File: src/jsh_pkg.sv
package jsh_pkg;

   // sample and datapath widths
   localparam int SAMPLE_WIDTH = 16;
   localparam int GUARD_BITS   = 8;
   localparam int XY_W         = SAMPLE_WIDTH + GUARD_BITS + 3;
   localparam int Z_W          = 26;
   localparam int ANG_W        = Z_W - 1;
   localparam int GAIN_W       = 16;
   localparam int PROD_W       = XY_W - 1 + GAIN_W;
   localparam int SPEED_W      = 16;
   localparam int HEADING_W    = 15;
   localparam int DEADBAND_W   = 15;

   // arithmetic constants
   localparam logic [GAIN_W-1:0]        INV_GAIN     = 16'd39797;
   localparam logic signed [Z_W-1:0]    DEG_90       = 26'sd5898240;
   localparam logic signed [Z_W:0]      DEG_360      = 27'sd23592960;
   localparam logic [SPEED_W:0]         HEADING_WRAP = 17'd23040;
   localparam int                       SPEED_SHIFT  = GUARD_BITS + 16;
   localparam logic [PROD_W:0]          SPEED_ROUND  = (PROD_W + 1)'(1) << (GUARD_BITS + 15);
   localparam logic [ANG_W:0]           HEADING_ROUND = (ANG_W + 1)'(512);
   localparam int                       HEADING_SHIFT = 10;

   // control registers
   localparam int                       CSR_ADDR_W     = 3;
   localparam int                       CSR_DATA_W     = 32;
   localparam logic                     REG_DEADBAND   = 1'b0;
   localparam logic [DEADBAND_W-1:0]    DEADBAND_RESET = 15'd328;

   // one sample as it moves down the rotation chain
   typedef struct packed {
      logic signed [XY_W-1:0]         x;
      logic signed [XY_W-1:0]         y;
      logic signed [Z_W-1:0]          z;
      logic                           zero;
      logic signed [SAMPLE_WIDTH-1:0] twist;
   } cordic_type;

   // atan(2^-step) in degrees * 2^16, rounded to nearest
   function automatic logic signed [Z_W-1:0] atan_step(input int step);
      logic signed [Z_W-1:0] a;
      case (step)
         0:       a = 26'sd2949120;
         1:       a = 26'sd1740967;
         2:       a = 26'sd919879;
         3:       a = 26'sd466945;
         4:       a = 26'sd234379;
         5:       a = 26'sd117304;
         6:       a = 26'sd58666;
         7:       a = 26'sd29335;
         8:       a = 26'sd14668;
         9:       a = 26'sd7334;
         10:      a = 26'sd3667;
         11:      a = 26'sd1833;
         12:      a = 26'sd917;
         13:      a = 26'sd458;
         14:      a = 26'sd229;
         15:      a = 26'sd115;
         16:      a = 26'sd57;
         17:      a = 26'sd29;
         18:      a = 26'sd14;
         19:      a = 26'sd7;
         20:      a = 26'sd4;
         21:      a = 26'sd2;
         22:      a = 26'sd1;
         default: a = '0;
      endcase
      return a;
   endfunction

endpackage

File: src/jsh_cell.sv
module jsh_cell
   import jsh_pkg::*;
#(
   parameter int STEP = 0
) (
   input  logic       clock,
   input  logic       reset,
   input  logic       advance,
   input  logic       in_valid,
   input  cordic_type in_data,
   output logic       out_valid,
   output cordic_type out_data
);

   localparam logic signed [Z_W-1:0] ATAN = atan_step(STEP);

   logic                   valid_ff;
   cordic_type             data_ff;
   cordic_type             data_in;
   logic signed [XY_W-1:0] xs;
   logic signed [XY_W-1:0] ys;

   // one micro-rotation, direction set by the sign of y
   always_comb begin
      xs      = in_data.x >>> STEP;
      ys      = in_data.y >>> STEP;
      data_in = in_data;
      if (in_data.y > 0) begin
         data_in.x = in_data.x + ys;
         data_in.y = in_data.y - xs;
         data_in.z = in_data.z + ATAN;
      end else begin
         data_in.x = in_data.x - ys;
         data_in.y = in_data.y + xs;
         data_in.z = in_data.z - ATAN;
      end
   end

   always_ff @(posedge clock) begin
      if (reset) begin
         valid_ff <= 1'b0;
      end else if (advance) begin
         valid_ff <= in_valid;
      end
   end

   always_ff @(posedge clock) begin
      if (advance) begin
         data_ff <= data_in;
      end
   end

   assign out_valid = valid_ff;
   assign out_data  = data_ff;

endmodule

File: config.mk
export PLATFORM = sky130hd
export DESIGN_NAME = jsh_cell
export DESIGN_NICKNAME = d
export VERILOG_FILES = /design/src/jsh_pkg.sv /design/src/jsh_cell.sv
export SDC_FILE = /design/constraint.sdc
export NUM_CORES = 1
export LEC_CHECK = 0
export BUFFER_PORTS_ARGS = -buffer_cell sky130_fd_sc_hd__buf_2
export CELL_PAD_IN_SITES_DETAIL_PLACEMENT = 0
export CELL_PAD_IN_SITES_GLOBAL_PLACEMENT = 2
export CORE_MARGIN = 5
export CORE_UTILIZATION = 33
export DETAILED_ROUTE_END_ITERATION = 7
export GPL_ROUTABILITY_DRIVEN = 0
export PLACE_DENSITY_LB_ADDON = 0.1
export SYNTH_ARGS = -nofsm -noshare
export SYNTH_HDL_FRONTEND = slang
export SYNTH_SLANG_ARGS = --single-unit
File: constraint.sdc
create_clock -name clock -period 4.43 [get_ports clock]
set_input_delay 0.6645 -clock clock [delete_from_list [all_inputs] [get_ports clock]]
set_output_delay 0.6645 -clock clock [all_outputs]
set_load 0.02 [all_outputs]
# == After elaboration in Yosys (flattened, before gate mapping) ==
# Cells that the tools add are included.
# word_totals
wordCells,13
ff_bits,98
in_bits,101
# op_classes
muxes,1
magnitude_cmp,1
n_addsub,5
# ops
cell,count
80-bit 2-to-1 mux,1
27-bit subtractor,2
27-bit adder,1
27-bit by 1-bit > comparator with 1-bit output (second input constant),1
26-bit by 23-bit adder with 26-bit output (second input constant),1
26-bit by 23-bit subtractor with 26-bit output (second input constant),1

# == Logic depth before layout (Yosys ltp) ==
# depth
depth_word,2
depth_mapped,17
ltp_nobuf,14

# == Least setup slack after synthesis ==
# Ideal clock, no wire load.
# synth_path
path_kind,input to register
startpoint,input port in_data[44] (netlist name)
endpoint,"register data_ff, in the netlist out_data[42] (data pin)"
t_arrival_ns,3.427
stages,16
setup_time_ns,0.259
setup_slack_ns,0.743
cell_sequence,nor4_1 -> nand4_1 -> nor2_1 -> or2_2 -> clkbuf_1 -> buf_2 -> buf_1 -> ha_1 -> a21o_1 -> a21oi_1 -> o21bai_1 -> a21oi_1 -> o21ai_0 -> a21o_1 -> a21oi_1 -> xnor2_1
# synth_lines
item,line_no,rtl
"start, declared",jsh_cell.sv:10,"input cordic_type in_data,"
"end signal, assigned",jsh_cell.sv:49,data_ff <= data_in;
"end, declared",jsh_cell.sv:18,cordic_type data_ff;

==> impl_metrics.ini <==
[outcome]
status = finished, final reports clean

[power]
pwr_density_cell_nw_per_um2 = 336
vdd.ir_drop.worst_v = 0.000198
leakagePower_nw = 4.15

[worst_setup_path]
slowest_stage = nor4_1
crit_buf_inv = 4
crit_cells = 16
r2r-start = out_valid
startpoint_type = input pin
critPathRequiredTime_ps = 4530
r2r_cells = 2
crit_path_start = in_data[44]
max_stage_delay_ps = 660
critical-path-top-delay-family = simple AND/OR/NAND/NOR gates
timing.rr.end = out_valid
r2r_slack_ps = 3850
path_max_fanout = 9
crit_type = in -> reg
path_cells = buf_2 -> nor4_1 -> nand4_1 -> nor2_1 -> or2_2 -> inv_1 -> buf_4 -> fa_1 -> inv_1 -> a21oi_1 -> o21bai_1 -> a21o_1 -> a21o_1 -> a21o_1 -> a21oi_1 -> xnor2_1
cpMostUsedCell = a21o_1
setup.worst_path.end = out_data[41]
end_kind = flop
arrival_ps = 3890

[detailed_routing]
ant_nets = 0
drt_iter0_drc = 454
drc = 0
dr.pass1.iters = 5
wl_mm = 24.3
detail_route.wl_per_cell_um = 18.7
vias = 6471
vias_per_cell = 4.98

[timing]
max_freq_mhz = 264
period_share_pct = 85.4
drv_slew = 0
setup_viol = 0
fin_worst_skew_ps = 0
slew_headroom_pct = 46.9
setup_tns_ps = 0
min_period_ps = 3780
rsz0062_at_grt = no
worst_slack_ps = 645
finalHoldViolations = 0
tightestPinTransition_ps = 796

[cells_and_area]
fillers = 2335
final_common_cell = buf_2
layout-area-overhead-vs-synth_pct = 21.0
fin_area_sq_um = 9290
final_cell_mix = buf_2 (197), edfxtp_1 (96), a21oi_1 (86), ha_1 (86), inv_1 (83)
diodes = 0
drive_above_1_share_pct = 25.8
final_nets = 1173

[yosys]
synth_top_cells_by_area = edfxtp_1 (38%), ha_1 (14%), xnor2_1 (5.8%)
synth-seq-cells = 97
yosys_warnings = 0
synth.avg_cell_area_sq_um = 9.64
synthArstFlopShare_pct = 0
syn_nets = 987
synth_seq_area_share_pct = 37.8
synth_ff_type = edfxtp_1
yosysTopAreaCell = edfxtp_1
synth_area_sq_um = 7680
synth_edf_count = 96
syn_inst = 796
yosysTopAreaCellShare_pct = 37.6
ys_types = 71

[placed_design]
io_buffers = 198
place_area_sq_um = 8980
post-place-ws_ps = 338
hpwlAfterDp_mm = 19.3

[floorplan]
rows = 55
die_area_sq_um = 26400
die_y_um = 163
initial_utilization_pct = 33.7
ioPinCount = 199
core_area_sq_um = 22800
die_x_um = 163

[run]
drv_cap = 0

[global_route]
antenna_found_initial = 0
grt_pass1_vias = 6341
grt_pass1_wl_mm = 36.8
grt_remaining_overflow = 0
grt_usage_pct = 17.8
grt_max_degree = 59

[clock_tree]
clkSinkCount = 97
cts_buffers = 9
cts_tree = yes
clkLatencyLatePin_ps = 340
cts-root-buf = clkbuf_16
post_cts_resized = 0
hold_buffers = 0
clkTransAtPathRegs_ps = 70
h-tree-depth = 3
clk_path_buf_depth = 2
post_cts_buffers = 0

[min_path]
worstHoldPathType = in -> reg
## registers in the layout, indices dropped and copies added, names as in the netlist
name / count
out_data: 96
out_valid: 1
## cells by family after synthesis
family | after synthesis | synth area share [%]
xor+xnor | 60 | 6.85
flops | 97 | 37.8
buf+inv | 122 | 6.49
simple gates | 163 | 10.2
fa+ha+maj | 90 | 15.1
compound gates | 254 | 22.3
mux | 10 | 1.30
## worst min path at each step
stage / cells past startpoint / end / start
after floorplan: 2 / out_valid / out_valid
after global placement: 2 / out_valid / out_valid
after detailed placement: 2 / out_valid / out_valid
after CTS: 2 / out_valid / reset
after global routing: 2 / out_valid / reset
final: 2 / out_valid / reset
## metrics by stage
step | total power, mW | hold WS (ps) | instances | utilization [%]
2_1_floorplan | 1.93 | 579 | 796 | -
5_1_grt | 3.30 | 448 | 1300 | 40.8
3_3_place_gp | 2.31 | 469 | 1284 | 39.4
6_report | 3.12 | 465 | 1300 | 40.8
3_5_place_dp | 2.31 | 485 | 1284 | 39.4
4_1_cts | 3.17 | 444 | 1300 | 40.8
## cells in the mapped netlist (all sizes together) (8+ instances only)
| library cell | number |
|---|---|
| a21oi | 87 |
| o21bai | 21 |
| nor2b | 10 |
| clkbuf | 13 |
| o31ai | 8 |
| ha | 86 |
| nor4 | 10 |
| nand2b | 9 |
| o211ai | 8 |
| nand4 | 9 |
| edfxtp | 96 |
| nor3 | 12 |
| xor2 | 9 |
| xnor2 | 51 |
| a21o | 24 |
| inv | 87 |
| nand2 | 38 |
| nor2 | 54 |
| o21ai | 49 |
| mux2i | 10 |
| o21a | 8 |
| buf | 22 |
## power by group
part           switching (mW)  internal (mW)  leakage [nW]
registers              0.0302           1.17         0.948
clock network           0.388          0.450         0.146
logic                   0.692          0.390          3.06
## layout make-up
class	instances	area (sq um)	area share (%)
multi-input combinational	577	4280	46.0
inverter	87	327	3.52
timing repair buffer	210	1080	11.7
tap	313	392	4.22
clock inverter	7	85.1	0.916
clock buffer	9	225	2.42
sequential	97	2900	31.2
## routing by layer
layer | global-route usage [%] | part of all wire [%]
met4 | 3.19 | 0.95
met2 | 29.6 | 47
met5 | 0 | 0
met3 | 2.46 | 5.2
met1 | 25.0 | 47
No activity file was read; power rests on OpenSTA's default activity.
