`config.mk`:
```
export PLATFORM = sky130hd
export DESIGN_NAME = jsh_front
export DESIGN_NICKNAME = d
export VERILOG_FILES = /design/src/jsh_pkg.sv /design/src/jsh_front.sv
export SDC_FILE = /design/constraint.sdc
export NUM_CORES = 1
export LEC_CHECK = 0
export ABC_AREA = 1
export BUFFER_PORTS_ARGS = -buffer_cell sky130_fd_sc_hd__buf_2
export CORE_MARGIN = 5
export CORE_UTILIZATION = 54
export DETAILED_ROUTE_END_ITERATION = 7
export PLACE_DENSITY_LB_ADDON = 0.12
export SYNTH_ARGS = -nofsm -noshare
export SYNTH_HDL_FRONTEND = slang
export SYNTH_SLANG_ARGS = --single-unit
```
`constraint.sdc`:
```
create_clock -name clock -period 9.1 [get_ports clock]
set_input_delay 0.91 -clock clock [delete_from_list [all_inputs] [get_ports clock]]
set_output_delay 0.91 -clock clock [all_outputs]
set_load 0.1 [all_outputs]
```
`src/jsh_pkg.sv`:
```
package jsh_pkg;

   // sample and datapath widths
   localparam int SAMPLE_WIDTH = 16;
   localparam int GUARD_BITS   = 8;
   localparam int XY_W         = SAMPLE_WIDTH + GUARD_BITS + 3;
   localparam int Z_W          = 26;
   localparam int ANG_W        = Z_W - 1;
   localparam int GAIN_W       = 16;
   localparam int PROD_W       = XY_W - 1 + GAIN_W;
   localparam int SPEED_W      = 16;
   localparam int HEADING_W    = 15;
   localparam int DEADBAND_W   = 15;

   // arithmetic constants
   localparam logic [GAIN_W-1:0]        INV_GAIN     = 16'd39797;
   localparam logic signed [Z_W-1:0]    DEG_90       = 26'sd5898240;
   localparam logic signed [Z_W:0]      DEG_360      = 27'sd23592960;
   localparam logic [SPEED_W:0]         HEADING_WRAP = 17'd23040;
   localparam int                       SPEED_SHIFT  = GUARD_BITS + 16;
   localparam logic [PROD_W:0]          SPEED_ROUND  = (PROD_W + 1)'(1) << (GUARD_BITS + 15);
   localparam logic [ANG_W:0]           HEADING_ROUND = (ANG_W + 1)'(512);
   localparam int                       HEADING_SHIFT = 10;

   // control registers
   localparam int                       CSR_ADDR_W     = 3;
   localparam int                       CSR_DATA_W     = 32;
   localparam logic                     REG_DEADBAND   = 1'b0;
   localparam logic [DEADBAND_W-1:0]    DEADBAND_RESET = 15'd328;

   // one sample as it moves down the rotation chain
   typedef struct packed {
      logic signed [XY_W-1:0]         x;
      logic signed [XY_W-1:0]         y;
      logic signed [Z_W-1:0]          z;
      logic                           zero;
      logic signed [SAMPLE_WIDTH-1:0] twist;
   } cordic_type;

   // atan(2^-step) in degrees * 2^16, rounded to nearest
   function automatic logic signed [Z_W-1:0] atan_step(input int step);
      logic signed [Z_W-1:0] a;
      case (step)
         0:       a = 26'sd2949120;
         1:       a = 26'sd1740967;
         2:       a = 26'sd919879;
         3:       a = 26'sd466945;
         4:       a = 26'sd234379;
         5:       a = 26'sd117304;
         6:       a = 26'sd58666;
         7:       a = 26'sd29335;
         8:       a = 26'sd14668;
         9:       a = 26'sd7334;
         10:      a = 26'sd3667;
         11:      a = 26'sd1833;
         12:      a = 26'sd917;
         13:      a = 26'sd458;
         14:      a = 26'sd229;
         15:      a = 26'sd115;
         16:      a = 26'sd57;
         17:      a = 26'sd29;
         18:      a = 26'sd14;
         19:      a = 26'sd7;
         20:      a = 26'sd4;
         21:      a = 26'sd2;
         22:      a = 26'sd1;
         default: a = '0;
      endcase
      return a;
   endfunction

endpackage

```
`src/jsh_front.sv`:
```
module jsh_front
   import jsh_pkg::*;
(
   input  logic                           clock,
   input  logic                           reset,
   input  logic                           advance,
   input  logic                           in_valid,
   input  logic signed [SAMPLE_WIDTH-1:0] stick_x,
   input  logic signed [SAMPLE_WIDTH-1:0] stick_y_raw,
   input  logic signed [SAMPLE_WIDTH-1:0] stick_twist,
   output logic                           out_valid,
   output cordic_type                     out_data
);

   localparam logic signed [SAMPLE_WIDTH:0] SMAX =
      (SAMPLE_WIDTH + 1)'((1 << (SAMPLE_WIDTH - 1)) - 1);

   logic                           valid_ff;
   cordic_type                     data_ff;
   cordic_type                     data_in;
   logic signed [SAMPLE_WIDTH:0]   y_neg;
   logic signed [SAMPLE_WIDTH-1:0] y_sat;
   logic signed [XY_W-1:0]         x_g;
   logic signed [XY_W-1:0]         y_g;

   // flip y so forward is positive, saturating the one overflow case
   always_comb begin
      y_neg = -((SAMPLE_WIDTH + 1)'(stick_y_raw));
      if (y_neg > SMAX) begin
         y_sat = SMAX[SAMPLE_WIDTH-1:0];
      end else begin
         y_sat = y_neg[SAMPLE_WIDTH-1:0];
      end
      x_g = $signed({{(XY_W - SAMPLE_WIDTH - GUARD_BITS){stick_x[SAMPLE_WIDTH-1]}},
                     stick_x, {GUARD_BITS{1'b0}}});
      y_g = $signed({{(XY_W - SAMPLE_WIDTH - GUARD_BITS){y_sat[SAMPLE_WIDTH-1]}},
                     y_sat, {GUARD_BITS{1'b0}}});
   end

   // quarter turn into the right half plane
   always_comb begin
      data_in.zero  = (stick_x == '0) && (y_sat == '0);
      data_in.twist = stick_twist;
      data_in.x     = x_g;
      data_in.y     = y_g;
      data_in.z     = '0;
      if (x_g < 0) begin
         if (y_g >= 0) begin
            data_in.x = y_g;
            data_in.y = -x_g;
            data_in.z = DEG_90;
         end else begin
            data_in.x = -y_g;
            data_in.y = x_g;
            data_in.z = -DEG_90;
         end
      end
   end

   always_ff @(posedge clock) begin
      if (reset) begin
         valid_ff <= 1'b0;
      end else if (advance) begin
         valid_ff <= in_valid;
      end
   end

   always_ff @(posedge clock) begin
      if (advance) begin
         data_ff <= data_in;
      end
   end

   assign out_valid = valid_ff;
   assign out_data  = data_ff;

endmodule

```
* Word-level counts from Yosys, hierarchy flattened
Cells that the tools add are included.
** Operators by class
- Add/sub/neg operators :: 3
- Order comparisons :: 3
- Mux-type cells :: 3
- Bitwise operators :: 1
- Reductions and logical operators :: 5
** Operators with widths (number)
- 2-to-1 mux 80 bit :: 2
- negation 24 -> 27 bit :: 2
- logical NOT 16 bit :: 2
- greater-or-equal comparator 24 x 1 -> 1 bit (second input constant) :: 1
- less-than comparator 24 x 1 -> 1 bit (second input constant) :: 1
- greater-than comparator 17 x 16 -> 1 bit (second input constant) :: 1
- negation 16 -> 17 bit :: 1
- 2-to-1 mux 16 bit :: 1
- AND reduction 2 bit :: 1
- OR reduction 2 bit :: 1
- logical AND 1 bit :: 1
- inverter 1 bit :: 1
** Word-level totals
- Register bits :: 98
- Bits of input ports :: 52
- Output and inout bits :: 98
- Word-level logic and storage cells :: 23

* Depth between registers and ports, before layout
- Depth after elaboration :: 6
- Gate-level depth with buffers :: 26

* Least setup slack after synthesis
No wires, ideal clock.
- Kind :: in2reg
- From :: input stick_y_raw[0]
- To :: register data_ff, in the netlist out_data[92], data pin
- Arrival :: 3.363 ns
- Slack :: 5.481 ns
- Cell stages on the path :: 25
- Buffers on the path :: 1
- Path through :: inv_2 -> ha_1 -> nand2_1 -> nor2_1 -> nand3_1 -> nand2_1 -> nand2_1 -> nor2_1 -> nand3_1 -> nor2_1 -> nor2_1 -> nand2_4 -> buf_4 -> inv_1 -> nor2_1 -> ha_1 -> inv_1 -> nor2_1 -> nand4_2 -> nor2_4 -> nand3_1 -> nand2_1 -> nand2_1 -> nand3_1 -> o21ai_1
** RTL lines
- start: declaration :: RTL line jsh_front.sv:9 : input logic signed [SAMPLE_WIDTH-1:0] stick_y_raw,
- end signal: assignment :: RTL line jsh_front.sv:70 : data_ff <= data_in;
- end: declaration :: RTL line jsh_front.sv:19 : cordic_type data_ff;

==> impl_results.md <==
* Number of detailed-route iterations in the first pass at 4
* Avg Synthesized Cell Area at between 8 and 9 sq um
* Post-synthesis mux area share at less than 1%
* Root Driver: clkbuf_8
* Distinct cells, synth at 40
* Synthesized area at approximately 0.004 sq mm
* Top cells by area, synth: edfxtp_1 45%, nand2_1 11%, buf_4 7.7%, nand3_1 4.5%, nor2_1 4.1%
* Slew headroom at roughly 29%
* RSZ-0062 raised after global routing: false
* Die height at 94.89 microns
* MaxCap Viol Count at 0
* Post-CTS Setup Inserts at 0
* CTS Buf Count at 9
* Detailed-route via count at 3,257
* Routability congestion estimate at 0.8693
* Setup TNS at 0 ns
* Hold Violations, Final at 0
* Die area at approximately 0.009 sq mm
* Row cnt at 31
* Post-route cell area at 0.004591 sq mm
* Met3 Track Usage GR at about 5.2%
* I/O Buffers at approximately 120
* Top FF cell, synth: edfxtp_1
* Initial antenna violation count at 0
* Layout cell share with drive strength beyond 1 at 29.32%
* Post-synthesis cell count at about 460
* Top cell type's share of synthesized area at between 40% and 50%
* Yosys warnings at 0
* Final setup viols at 0
* Placed inst area at 0.004363 sq mm
* Synth-to-layout area growth at 17.97%
* First-pass GRT wire length at between 10,000 and 15,000 microns
* Initial Utilization at a little over half
* Final Max Tran Viols at 0
* Die Wd at 94.89 microns
* Crit Path Max Fanout at 23
* Area leader, netlist: edfxtp_1
* Total track usage at between 10% and 20%
* CTS clock-pin slew for the worst setup and hold paths at approximately 0.060 ns
* Seq cells post-synth at slightly below 60
* Resize count post-CTS at 0
* Power Density at roughly 210 mW/mm^2
* Seq/Total Area, Yosys at ~45%
* Total Power at about 1000 uW
* Crit end category: flop
* Clk sinks at 59
* Asr flop ratio synth at 0%
* Worst hold path class: reg -> reg
* CP Launch Type: input port
* Commonest cells post-synth: 111 x nand2_1, 58 x edfxtp_1, 43 x nor2_1
* IO Pins at 150
* Per-cell routed wire length at between 10 and 15 microns
* Met1 usage at around a quarter
* Post-Synth Adder-Cell Area at roughly 1.3%
* Min Tclk post-route at a little under 4 ns
* Largest net degree at the start of global routing at 60
* DR DRC count at 0
* Worst slew pin tran at ~1.1 ns
* Clock Skew at 0 ns
* Final Net Count at 624
* Synth Area in XOR/XNOR at a little over 4%
* Via/cell ratio at 4.847
* Total wire length at just under 9000 microns
* Synth Area in Simple Gates at 29.58%
* Crit path DAT at approximately 4 ns
* Worst vdd ir at between 100 and 150 uV
* Outcome: finished, final reports clean
* Main combinational cell family by area after synthesis: simple AND/OR/NAND/NOR gates
* HPWL after DPL at just under 7000 microns
* Ant. Diodes at 0
* Leakage at roughly 0.0022 uW
* CTS Hold Bufs at 0
* Achievable Freq at ~250 MHz
* 1st-iter DRT viols at between 150 and 200
* H-tree Lvls at 3
* Worst skew pair latency at between 0.3 and 0.4 ns
* Most Crowded Layer GR: met2
* Tcrit/Tclk final at between 40 and 50%
* Vias in the first global route at 3,028
* Grt ovf at 0
* Most frequent cell after synthesis: nand2_1
* Core area at about 0.0071 sq mm
* Detail Route Antenna Nets at 0
* CTS tree: yes
* Crit path kind: in -> reg
* Met2 usage in global routing at between 30 and 40%
* Crit path required time at between 9 and 10 ns
* Clock Tree Buf Depth at 2
* EDFF count, synth at 58
* Synth Area in Compound Gates at 5.466%
==> routing by layer <==
layer | vias up | part of all wire (%)
met5 | - | 0
met1 | 1457 | 44
met3 | 14 | 8.9
li1 | 1649 | -
met4 | 0 | 1.8
met2 | 137 | 46
==> power breakdown <==
| part | total (uW) | internal, uW | leakage (uW) | switching, uW |
|---|---|---|---|---|
| registers | 333 | 328 | 0.000574 | 5.23 |
| clock network | 268 | 169 | 0.000113 | 98.9 |
| logic | 375 | 49.0 | 0.00148 | 326 |
==> stage by stage <==
stage / utilization (%) / std cells / hold slack [ns] / worst slack (ns)
after floorplan: - / 491 / 0.9705 / 5.481
after global placement: 61.13 / 656 / 0.4686 / 5.059
after detailed placement: 61.13 / 656 / 0.4829 / 4.851
after CTS: 64.32 / 672 / 0.5074 / 5.174
after global routing: 64.32 / 672 / 0.5511 / 4.767
final: 64.32 / 672 / 0.5074 / 5.160
==> logic make-up after synthesis <==
kind of cell | Yosys count
mux | 1
simple gates | 238
compound gates | 38
flops | 59
fa+ha+maj | 4
other cells | 1
xor+xnor | 18
buf+inv | 97
==> path summary, 6_finish.rpt <==
| kind | from | to | slack (ns) | cells after the start |
|---|---|---|---|---|
| worst max-delay path | stick_y_raw[0] | out_data[92] | 5.16 | 25 |
| worst min register to register | out_valid | out_valid | 0.51 | 2 |
| worst min-delay path | out_valid | out_valid | 0.51 | 2 |
| worst max register to register | out_valid | out_valid | 8.51 | 2 |
==> critical path: stages <==
cell and delay (ns):
buf_2 0.13, inv_2 0.10, ha_1 0.26, nand2_1 0.08, nor2_1 0.18, nand3_1 0.10, nand2_1 0.07, nand2_1 0.10
nor2_1 0.15, nand3_1 0.10, nor2_1 0.13, nor2_1 0.08, nand2_4 0.24, inv_1 0.12, nor2_1 0.19, ha_1 0.20
inv_1 0.06, nor2_1 0.14, nand4_2 0.15, nor2_4 0.17, nand3_1 0.11, nand2_1 0.08, nand2_1 0.05, nand3_1 0.06
o21ai_1 0.06
==> cell type report <==
| cell class | count | area, sq um |
|---|---|---|
| fillers | 666 | 2546 |
| flip-flops and latches | 59 | 1762 |
| multi-input cells | 335 | 1717 |
| repair buffers | 117 | 588.1 |
| inverters | 46 | 172.7 |
| clock buffers | 12 | 155.1 |
| well taps | 99 | 123.9 |
| clock inverters | 4 | 72.57 |
==> sequential cells by signal, indices dropped and copies added, names as in the netlist <==
name	cells
out_data	58
out_valid	1
==> cells in the final DEF, fill, tap and decap left out, drive strengths merged, types with 4 or more instances in the layout <==
master,synthesis,layout
nand3b,4,4
buf,47,117
nor3,8,8
xor2,14,14
o31ai,4,4
inv,45,45
o21ai,28,28
nor2,53,53
nand4,6,6
conb,1,36
nand3,40,40
nand2,123,123
xnor2,4,4
edfxtp,58,58
ha,4,4
clkbuf,4,12
(Power assumes the default switching activity.)
