### src/jsh_pkg.sv
package jsh_pkg;

   // sample and datapath widths
   localparam int SAMPLE_WIDTH = 16;
   localparam int GUARD_BITS   = 8;
   localparam int XY_W         = SAMPLE_WIDTH + GUARD_BITS + 3;
   localparam int Z_W          = 26;
   localparam int ANG_W        = Z_W - 1;
   localparam int GAIN_W       = 16;
   localparam int PROD_W       = XY_W - 1 + GAIN_W;
   localparam int SPEED_W      = 16;
   localparam int HEADING_W    = 15;
   localparam int DEADBAND_W   = 15;

   // arithmetic constants
   localparam logic [GAIN_W-1:0]        INV_GAIN     = 16'd39797;
   localparam logic signed [Z_W-1:0]    DEG_90       = 26'sd5898240;
   localparam logic signed [Z_W:0]      DEG_360      = 27'sd23592960;
   localparam logic [SPEED_W:0]         HEADING_WRAP = 17'd23040;
   localparam int                       SPEED_SHIFT  = GUARD_BITS + 16;
   localparam logic [PROD_W:0]          SPEED_ROUND  = (PROD_W + 1)'(1) << (GUARD_BITS + 15);
   localparam logic [ANG_W:0]           HEADING_ROUND = (ANG_W + 1)'(512);
   localparam int                       HEADING_SHIFT = 10;

   // control registers
   localparam int                       CSR_ADDR_W     = 3;
   localparam int                       CSR_DATA_W     = 32;
   localparam logic                     REG_DEADBAND   = 1'b0;
   localparam logic [DEADBAND_W-1:0]    DEADBAND_RESET = 15'd328;

   // one sample as it moves down the rotation chain
   typedef struct packed {
      logic signed [XY_W-1:0]         x;
      logic signed [XY_W-1:0]         y;
      logic signed [Z_W-1:0]          z;
      logic                           zero;
      logic signed [SAMPLE_WIDTH-1:0] twist;
   } cordic_type;

   // atan(2^-step) in degrees * 2^16, rounded to nearest
   function automatic logic signed [Z_W-1:0] atan_step(input int step);
      logic signed [Z_W-1:0] a;
      case (step)
         0:       a = 26'sd2949120;
         1:       a = 26'sd1740967;
         2:       a = 26'sd919879;
         3:       a = 26'sd466945;
         4:       a = 26'sd234379;
         5:       a = 26'sd117304;
         6:       a = 26'sd58666;
         7:       a = 26'sd29335;
         8:       a = 26'sd14668;
         9:       a = 26'sd7334;
         10:      a = 26'sd3667;
         11:      a = 26'sd1833;
         12:      a = 26'sd917;
         13:      a = 26'sd458;
         14:      a = 26'sd229;
         15:      a = 26'sd115;
         16:      a = 26'sd57;
         17:      a = 26'sd29;
         18:      a = 26'sd14;
         19:      a = 26'sd7;
         20:      a = 26'sd4;
         21:      a = 26'sd2;
         22:      a = 26'sd1;
         default: a = '0;
      endcase
      return a;
   endfunction

endpackage

### src/jsh_back.sv
module jsh_back
   import jsh_pkg::*;
(
   input  logic                           clock,
   input  logic                           reset,
   input  logic                           advance,
   input  logic                           in_valid,
   input  cordic_type                     in_data,
   input  logic [DEADBAND_W-1:0]          deadband,
   output logic                           out_valid,
   output logic [SPEED_W-1:0]             drive_speed,
   output logic [HEADING_W-1:0]           drive_heading,
   output logic signed [SAMPLE_WIDTH-1:0] drive_rotation
);

   localparam int SPD_FULL_W = PROD_W + 1 - SPEED_SHIFT;
   localparam int HDG_FULL_W = ANG_W + 1 - HEADING_SHIFT;

   // gain stage
   logic                           mul_valid_ff;
   logic [PROD_W-1:0]              prod_ff;
   logic [PROD_W-1:0]              prod_in;
   logic [ANG_W-1:0]               angle_ff;
   logic [ANG_W-1:0]               angle_in;
   logic signed [SAMPLE_WIDTH-1:0] twist_ff;
   logic [XY_W-2:0]                x_pos;
   logic signed [Z_W-1:0]          z_sel;
   logic signed [Z_W:0]            t_raw;
   logic signed [Z_W:0]            t_wrap;

   // output stage
   logic                           rsp_valid_ff;
   logic [SPEED_W-1:0]             speed_ff;
   logic [SPEED_W-1:0]             speed_in;
   logic [HEADING_W-1:0]           heading_ff;
   logic [HEADING_W-1:0]           heading_in;
   logic signed [SAMPLE_WIDTH-1:0] rotation_ff;
   logic [PROD_W:0]                speed_sum;
   logic [SPD_FULL_W-1:0]          speed_full;
   logic [ANG_W:0]                 heading_sum;
   logic [HDG_FULL_W-1:0]          heading_full;
   logic [HDG_FULL_W-1:0]          heading_wrapped;

   // magnitude scaling and compass angle
   always_comb begin
      x_pos   = in_data.x[XY_W-1] ? '0 : in_data.x[XY_W-2:0];
      prod_in = PROD_W'(x_pos) * PROD_W'(INV_GAIN);
      z_sel   = in_data.zero ? '0 : in_data.z;
      t_raw   = (Z_W + 1)'(DEG_90) - (Z_W + 1)'(z_sel);
      t_wrap  = (t_raw < 0) ? t_raw + DEG_360 : t_raw;
      angle_in = t_wrap[ANG_W-1:0];
   end

   always_ff @(posedge clock) begin
      if (reset) begin
         mul_valid_ff <= 1'b0;
      end else if (advance) begin
         mul_valid_ff <= in_valid;
      end
   end

   always_ff @(posedge clock) begin
      if (advance) begin
         prod_ff  <= prod_in;
         angle_ff <= angle_in;
         twist_ff <= in_data.twist;
      end
   end

   // rounding, saturation, wrap and deadband
   always_comb begin
      speed_sum  = (PROD_W + 1)'(prod_ff) + SPEED_ROUND;
      speed_full = speed_sum[PROD_W:SPEED_SHIFT];
      if (|speed_full[SPD_FULL_W-1:SPEED_W]) begin
         speed_in = '1;
      end else begin
         speed_in = speed_full[SPEED_W-1:0];
      end
      heading_sum  = (ANG_W + 1)'(angle_ff) + HEADING_ROUND;
      heading_full = heading_sum[ANG_W:HEADING_SHIFT];
      if ((SPEED_W + 1)'(heading_full) >= HEADING_WRAP) begin
         heading_wrapped = heading_full - HDG_FULL_W'(HEADING_WRAP);
      end else begin
         heading_wrapped = heading_full;
      end
      if (speed_in < SPEED_W'(deadband)) begin
         heading_in = '0;
      end else begin
         heading_in = heading_wrapped[HEADING_W-1:0];
      end
   end

   always_ff @(posedge clock) begin
      if (reset) begin
         rsp_valid_ff <= 1'b0;
      end else if (advance) begin
         rsp_valid_ff <= mul_valid_ff;
      end
   end

   always_ff @(posedge clock) begin
      if (advance) begin
         speed_ff    <= speed_in;
         heading_ff  <= heading_in;
         rotation_ff <= twist_ff;
      end
   end

   assign out_valid      = rsp_valid_ff;
   assign drive_speed    = speed_ff;
   assign drive_heading  = heading_ff;
   assign drive_rotation = rotation_ff;

endmodule

### config.mk
export PLATFORM = sky130hd
export DESIGN_NAME = jsh_back
export DESIGN_NICKNAME = d
export VERILOG_FILES = /design/src/jsh_pkg.sv /design/src/jsh_back.sv
export SDC_FILE = /design/constraint.sdc
export NUM_CORES = 1
export LEC_CHECK = 0
export ABC_AREA = 1
export BUFFER_PORTS_ARGS = -buffer_cell sky130_fd_sc_hd__buf_4
export CAP_MARGIN = 5
export CORE_MARGIN = 2
export CORE_UTILIZATION = 55
export CTS_CLUSTER_DIAMETER = 150
export CTS_CLUSTER_SIZE = 40
export DETAILED_ROUTE_END_ITERATION = 12
export GPL_TIMING_DRIVEN = 1
export PLACE_DENSITY_LB_ADDON = 0.1
export SYNTH_ARGS = -nofsm -noshare
export SYNTH_HDL_FRONTEND = slang
export SYNTH_SLANG_ARGS = --single-unit
### constraint.sdc
create_clock -name clock -period 6.13 [get_ports clock]
set_input_delay 0.3065 -clock clock [delete_from_list [all_inputs] [get_ports clock]]
set_output_delay 0.3065 -clock clock [all_outputs]
set_load 0.005 [all_outputs]
* Yosys cells after proc, flatten, opt, wreduce, memory -nomap -nowiden *
Index checks and enable logic that the tools add are counted.

storage, ports and cells
  word-level logic and storage cells = 23
  RAM bits = 0
  memories kept = 0
  bits in latches = 0
  output and inout port bits = 48
  input bits = 116
  ROM bits = 0
  register bits = 132

cells by class
  magnitude comparators = 3
  add/subtract/negate cells = 5
  bitwise gates (word level) = 0
  equal/unequal tests = 0
  div/mod/pow operators = 0
  shift operators = 0
  multipliers = 1
  reductions and logical operators = 1
  muxes and demuxes = 5

operators with widths
  operator                                                                               number
  26-bit two-way mux                                                                     2
  42-bit by 24-bit adder with 43-bit output, second input constant                       1
  26-bit by 16-bit multiplier with 42-bit output, second input constant                  1
  27-bit by 1-bit < comparator with 1-bit output, second input constant                  1
  24-bit by 26-bit subtractor with 27-bit output, first input constant                   1
  25-bit by 10-bit adder with 26-bit output, second input constant                       1
  25-bit adder, second input constant                                                    1
  25-bit two-way mux                                                                     1
  16-bit by 15-bit greater-or-equal comparator with 1-bit output, second input constant  1
  16-bit by 15-bit < comparator with 1-bit output                                        1
  16-bit two-way mux                                                                     1
  15-bit two-way mux                                                                     1
  15-bit subtractor, second input constant                                               1
  3-bit OR reduction                                                                     1

* Longest topological paths before layout *
  word-level depth = 4
  mapped depth = 29
  gate-level depth less buffers = 27

* Least setup slack after synthesis *
No wires, ideal clock.

  path type = input port to flip-flop
  from = input port in_data[96] in the netlist's numbering
  to = register prod_ff[37] (data pin)
  arrival time = 5689 ps
  data required time = 5865 ps
  library setup time = 265 ps
  buffers on the path = 2
  cell stages on the path = 27
  path slack = 176 ps
  cells stage by stage = buf_2 -> inv_2 -> clkbuf_1 -> nand2_1 -> nor2_1 -> nor2_1 -> ha_1 -> or2_2 -> inv_1 -> fa_1 -> inv_1 -> fa_1 -> fa_1 -> fa_1 -> inv_1 -> fa_1 -> inv_1 -> ha_1 -> nand2_1 -> nor2_1 -> inv_1 -> nor2_1 -> inv_1 -> nor4_1 -> nand3_1 -> o211ai_1 -> xor2_1

on the way
  word-level cells in the longest chain between the ends = 2

RTL lines
  item                                            RTL line        RTL
  from (decl)                                     jsh_back.sv:8   input cordic_type in_data,
  26-bit two-way mux                              jsh_back.sv:46  x_pos = in_data.x[XY_W-1] ? '0 : in_data.x[XY_W-2:0];
  26-bit by 16-bit multiplier with 42-bit output  jsh_back.sv:47  prod_in = PROD_W'(x_pos) * PROD_W'(INV_GAIN);
  net prod_in[37]                                 jsh_back.sv:22  logic [PROD_W-1:0] prod_in;
  to (signal assigned)                            jsh_back.sv:64  prod_ff <= prod_in;
  to (decl)                                       jsh_back.sv:21  logic [PROD_W-1:0] prod_ff;

The timed path passes the listed nets, and every way through them passes these cells.
A chain may end at the register's enable or synchronous reset.

* Final worst setup path *
  from = input port in_data[96] in the netlist's numbering
  to = register prod_ff[39] (data pin)

The elaborated chain is that of the path after synthesis.

==> results.ini <==
[run_status]
outcome = completed

[route]
dr_wl_met2_mm = 15.0
drt_drc_violations_left = 0
drtPass1Iterations = 5
vias = 10500
via_per_inst = 4.96
wire_per_inst_um = 14.4
postRouteAntennaNets = 0
drt_iter0_drc = 425
topRoutingLayerUsed = met4
met3_length_mm = 1.17
routed_wl_mm = 30.4
wl_met1_mm = 13.7

[grt]
track_usage = 0.243
grt_pass1_vias = 10700
grt_remaining_overflow = 0
grt_pass1_wl_mm = 50.6
antenna_found_initial = 0
grt_max_degree = 65

[final_layout]
nets = 2226
syn_to_final_growth_pct = 17.0
final.fill_count = 2162
drive_gt1_frac = 0.165
design_area_mm2 = 0.0159
final_core_util = 0.654
antenna_cells = 0
seqCellArea_mm2 = 0.00298
multi_input_area_mm2 = 0.00901

[min_path]
hold_class = primary input to flip-flop

[worst_setup_path]
r2r_setup_slack_ns = 2.58
rr_endpoint = drive_heading[1]
worstPathMaxFanout = 12
critPathCaptureType = flip-flop
cp.arrival_ns = 5.77
crit_end = prod_ff[39]
crit_required_ns = 6.22
start_kind = primary input
r2r_start = prod_ff[24]
crit_start = in_data[96]
crit_type = primary input to flip-flop
ff2ff_path_depth = 14

[place]
place_hpwl_mm = 27.0
dpl_cell_area_mm2 = 0.0156
gp_congestion = 0.895
place_ws_ns = 0.114
numPortBuffers = 136

[pwr]
seq_power_share = 0.158
p_int_uw = 3440
switching_share = 0.502
power_frac_clock = 0.080
pwr-share-comb = 0.762
switching_power_uw = 3460
leakagePower_uw = 0.00837
p_per_area_mw_per_mm2 = 435
peakVddDrop_uv = 306

[logic_synthesis]
yosys_warnings = 0
synth.largest_area_cell = fa_1
ys_ff_latch = 100
yosys-top-cells-count = inv_1 (390), nand2_1 (205), ha_1 (166)
async_reset_ff_frac = 0
yosys.area.top_type_share = 0.227
synthFlopType = edfxtp_1
netlist_instances = 1567
yosysSeqAreaShare = 0.220
synth.most_common_cell = inv_1
synth.cell_area_mm2 = 0.0136
synth_cell_types = 54
syn_avg_cell_area_um2 = 8.65
synth.area.top_cells = fa_1 (23%), edfxtp_1 (22%), ha_1 (15%)
synth_nets = 2003
synth_edf_count = 98

[sta]
worst_slack_ns = 0.448
slew_violations = 0
timing.slew.headroom = 0.497
final_hold_viol_count = 0
final.period_utilization = 0.927
period_minus_slack_ns = 5.68
worstMarginPinSlew_ns = 0.754
skew_ns = 0.00721
rsz0062_at_grt = yes
setup_viol = 0
fmax_mhz = 176

[clock_network]
cts_resized = 0
cts_made_buffers = 9
cts-root-buf = clkbuf_16
clkTransAtPathRegs_ns = 0.07
numClockSinks = 100
clk_latency_ns = 0.34
tritoncts = done
ctsHtreeMaxLevel = 3
cts_setup_buffers = 0
ctsLongestPathBuffers = 2
ctsHoldBuffers = 0

[run]
drv_cap = 0

[floorplanning]
ios = 164
die_height_um = 161
die_w_um = 161
row_count = 57
die_area_mm2 = 0.0259
coreArea_mm2 = 0.0242
initial_utilization = 0.559

-- area by class of cell --
class / instances / share of cell area
clock inverter: 7 / 0.00481
sequential: 100 / 0.188
clock buffer: 9 / 0.0142
multi-input combinational: 1058 / 0.568
inverter: 400 / 0.0947
timing repair buffer: 221 / 0.105
tap: 324 / 0.0256
-- through the flow --
| stage | hold WS [ns] | power, uW | cells | setup TNS (ns) |
|---|---|---|---|---|
| 5_1_grt | 0.120 | 7800 | 2119 | -0.00161 |
| 3_5_place_dp | 0.405 | 6370 | 2103 | 0 |
| 6_report | 0.124 | 6900 | 2119 | 0 |
| 2_1_floorplan | 0.376 | 4840 | 1567 | 0 |
| 3_3_place_gp | 0.400 | 6320 | 2103 | 0 |
| 4_1_cts | 0.111 | 6960 | 2119 | 0 |
-- critical path, cell delays in order --
cell	delay, ns
buf_4	0.12
inv_2	0.19
nand2_1	0.22
fa_1	0.51
fa_1	0.52
inv_1	0.06
fa_1	0.53
inv_1	0.06
fa_1	0.48
inv_1	0.06
fa_1	0.53
inv_1	0.05
fa_1	0.53
inv_1	0.04
ha_1	0.33
a21oi_1	0.14
inv_1	0.07
a31oi_1	0.30
o21ai_0	0.18
a221oi_1	0.26
nand2_1	0.12
xor2_1	0.15
-- power groups by stage --
stage | sequential [uW] | combinational (uW) | clock (uW)
after floorplan | 1090 | 3750 | 0
after global placement | 1100 | 5220 | 0
after detailed placement | 1100 | 5260 | 0
after CTS | 1090 | 5310 | 566
after global routing | 1100 | 6100 | 592
final | 1090 | 5260 | 555
-- cell usage in the layout, fill, tap and decap left out, types with 3 or more instances in the layout --
cell type  count
xnor2_1       16
o21ai_1       11
a21o_1         7
nor2_2         8
nand4_1       16
nand2_2        7
o21ai_0       41
nand3_1       38
a21oi_1       78
or2_2          6
a31oi_1       15
clkbuf_16      9
o21a_1         5
o211ai_1       3
nor2_1       157
inv_1        390
nor2_4         4
xor2_1        59
nor4_1         5
a21boi_0       3
buf_4        221
ha_1         166
nand3b_1       3
nand2_1      204
fa_1         154
a21oi_2       10
nor3_1        16
edfxtp_1      98
inv_2          9
-- cells by family (layout without fill, tap and decap cells) --
family	count (synthesis)	count (layout)	share of synthesized area
AOI/OAI and AO/OA	187	187	0.0808
DFF	100	100	0.220
adders and majority gates	320	320	0.381
xor gates and xnor gates	77	77	0.0508
buffers and inverters	409	637	0.116
and+or+nand+nor	474	474	0.152
-- how the worst min path moves through the flow --
stage,cells after the start,startpoint,slack (ns),end
3_3_place_gp,0,twist_ff[1],0.40,drive_rotation[1]
6_report,2,reset,0.12,mul_valid_ff
3_5_place_dp,0,twist_ff[10],0.40,drive_rotation[10]
2_1_floorplan,1,reset,0.38,mul_valid_ff
4_1_cts,2,reset,0.11,mul_valid_ff
5_1_grt,2,reset,0.12,mul_valid_ff
-- per-layer routing --
layer	vias up	global-route usage
met1	4906	0.323
li1	5363	-
met5	-	0
met4	0	0.0584
met3	31	0.0182
met2	217	0.437
-- flip-flops by register name, summed over array words and instances, names as in the netlist --
| signal | cells |
|---|---|
| prod_ff | 19 |
| drive_speed | 16 |
| out_valid | 1 |
| drive_rotation | 16 |
| twist_ff | 16 |
| drive_heading | 15 |
| mul_valid_ff | 1 |
| angle_ff | 16 |
Power figures use the tool's default switching activity.
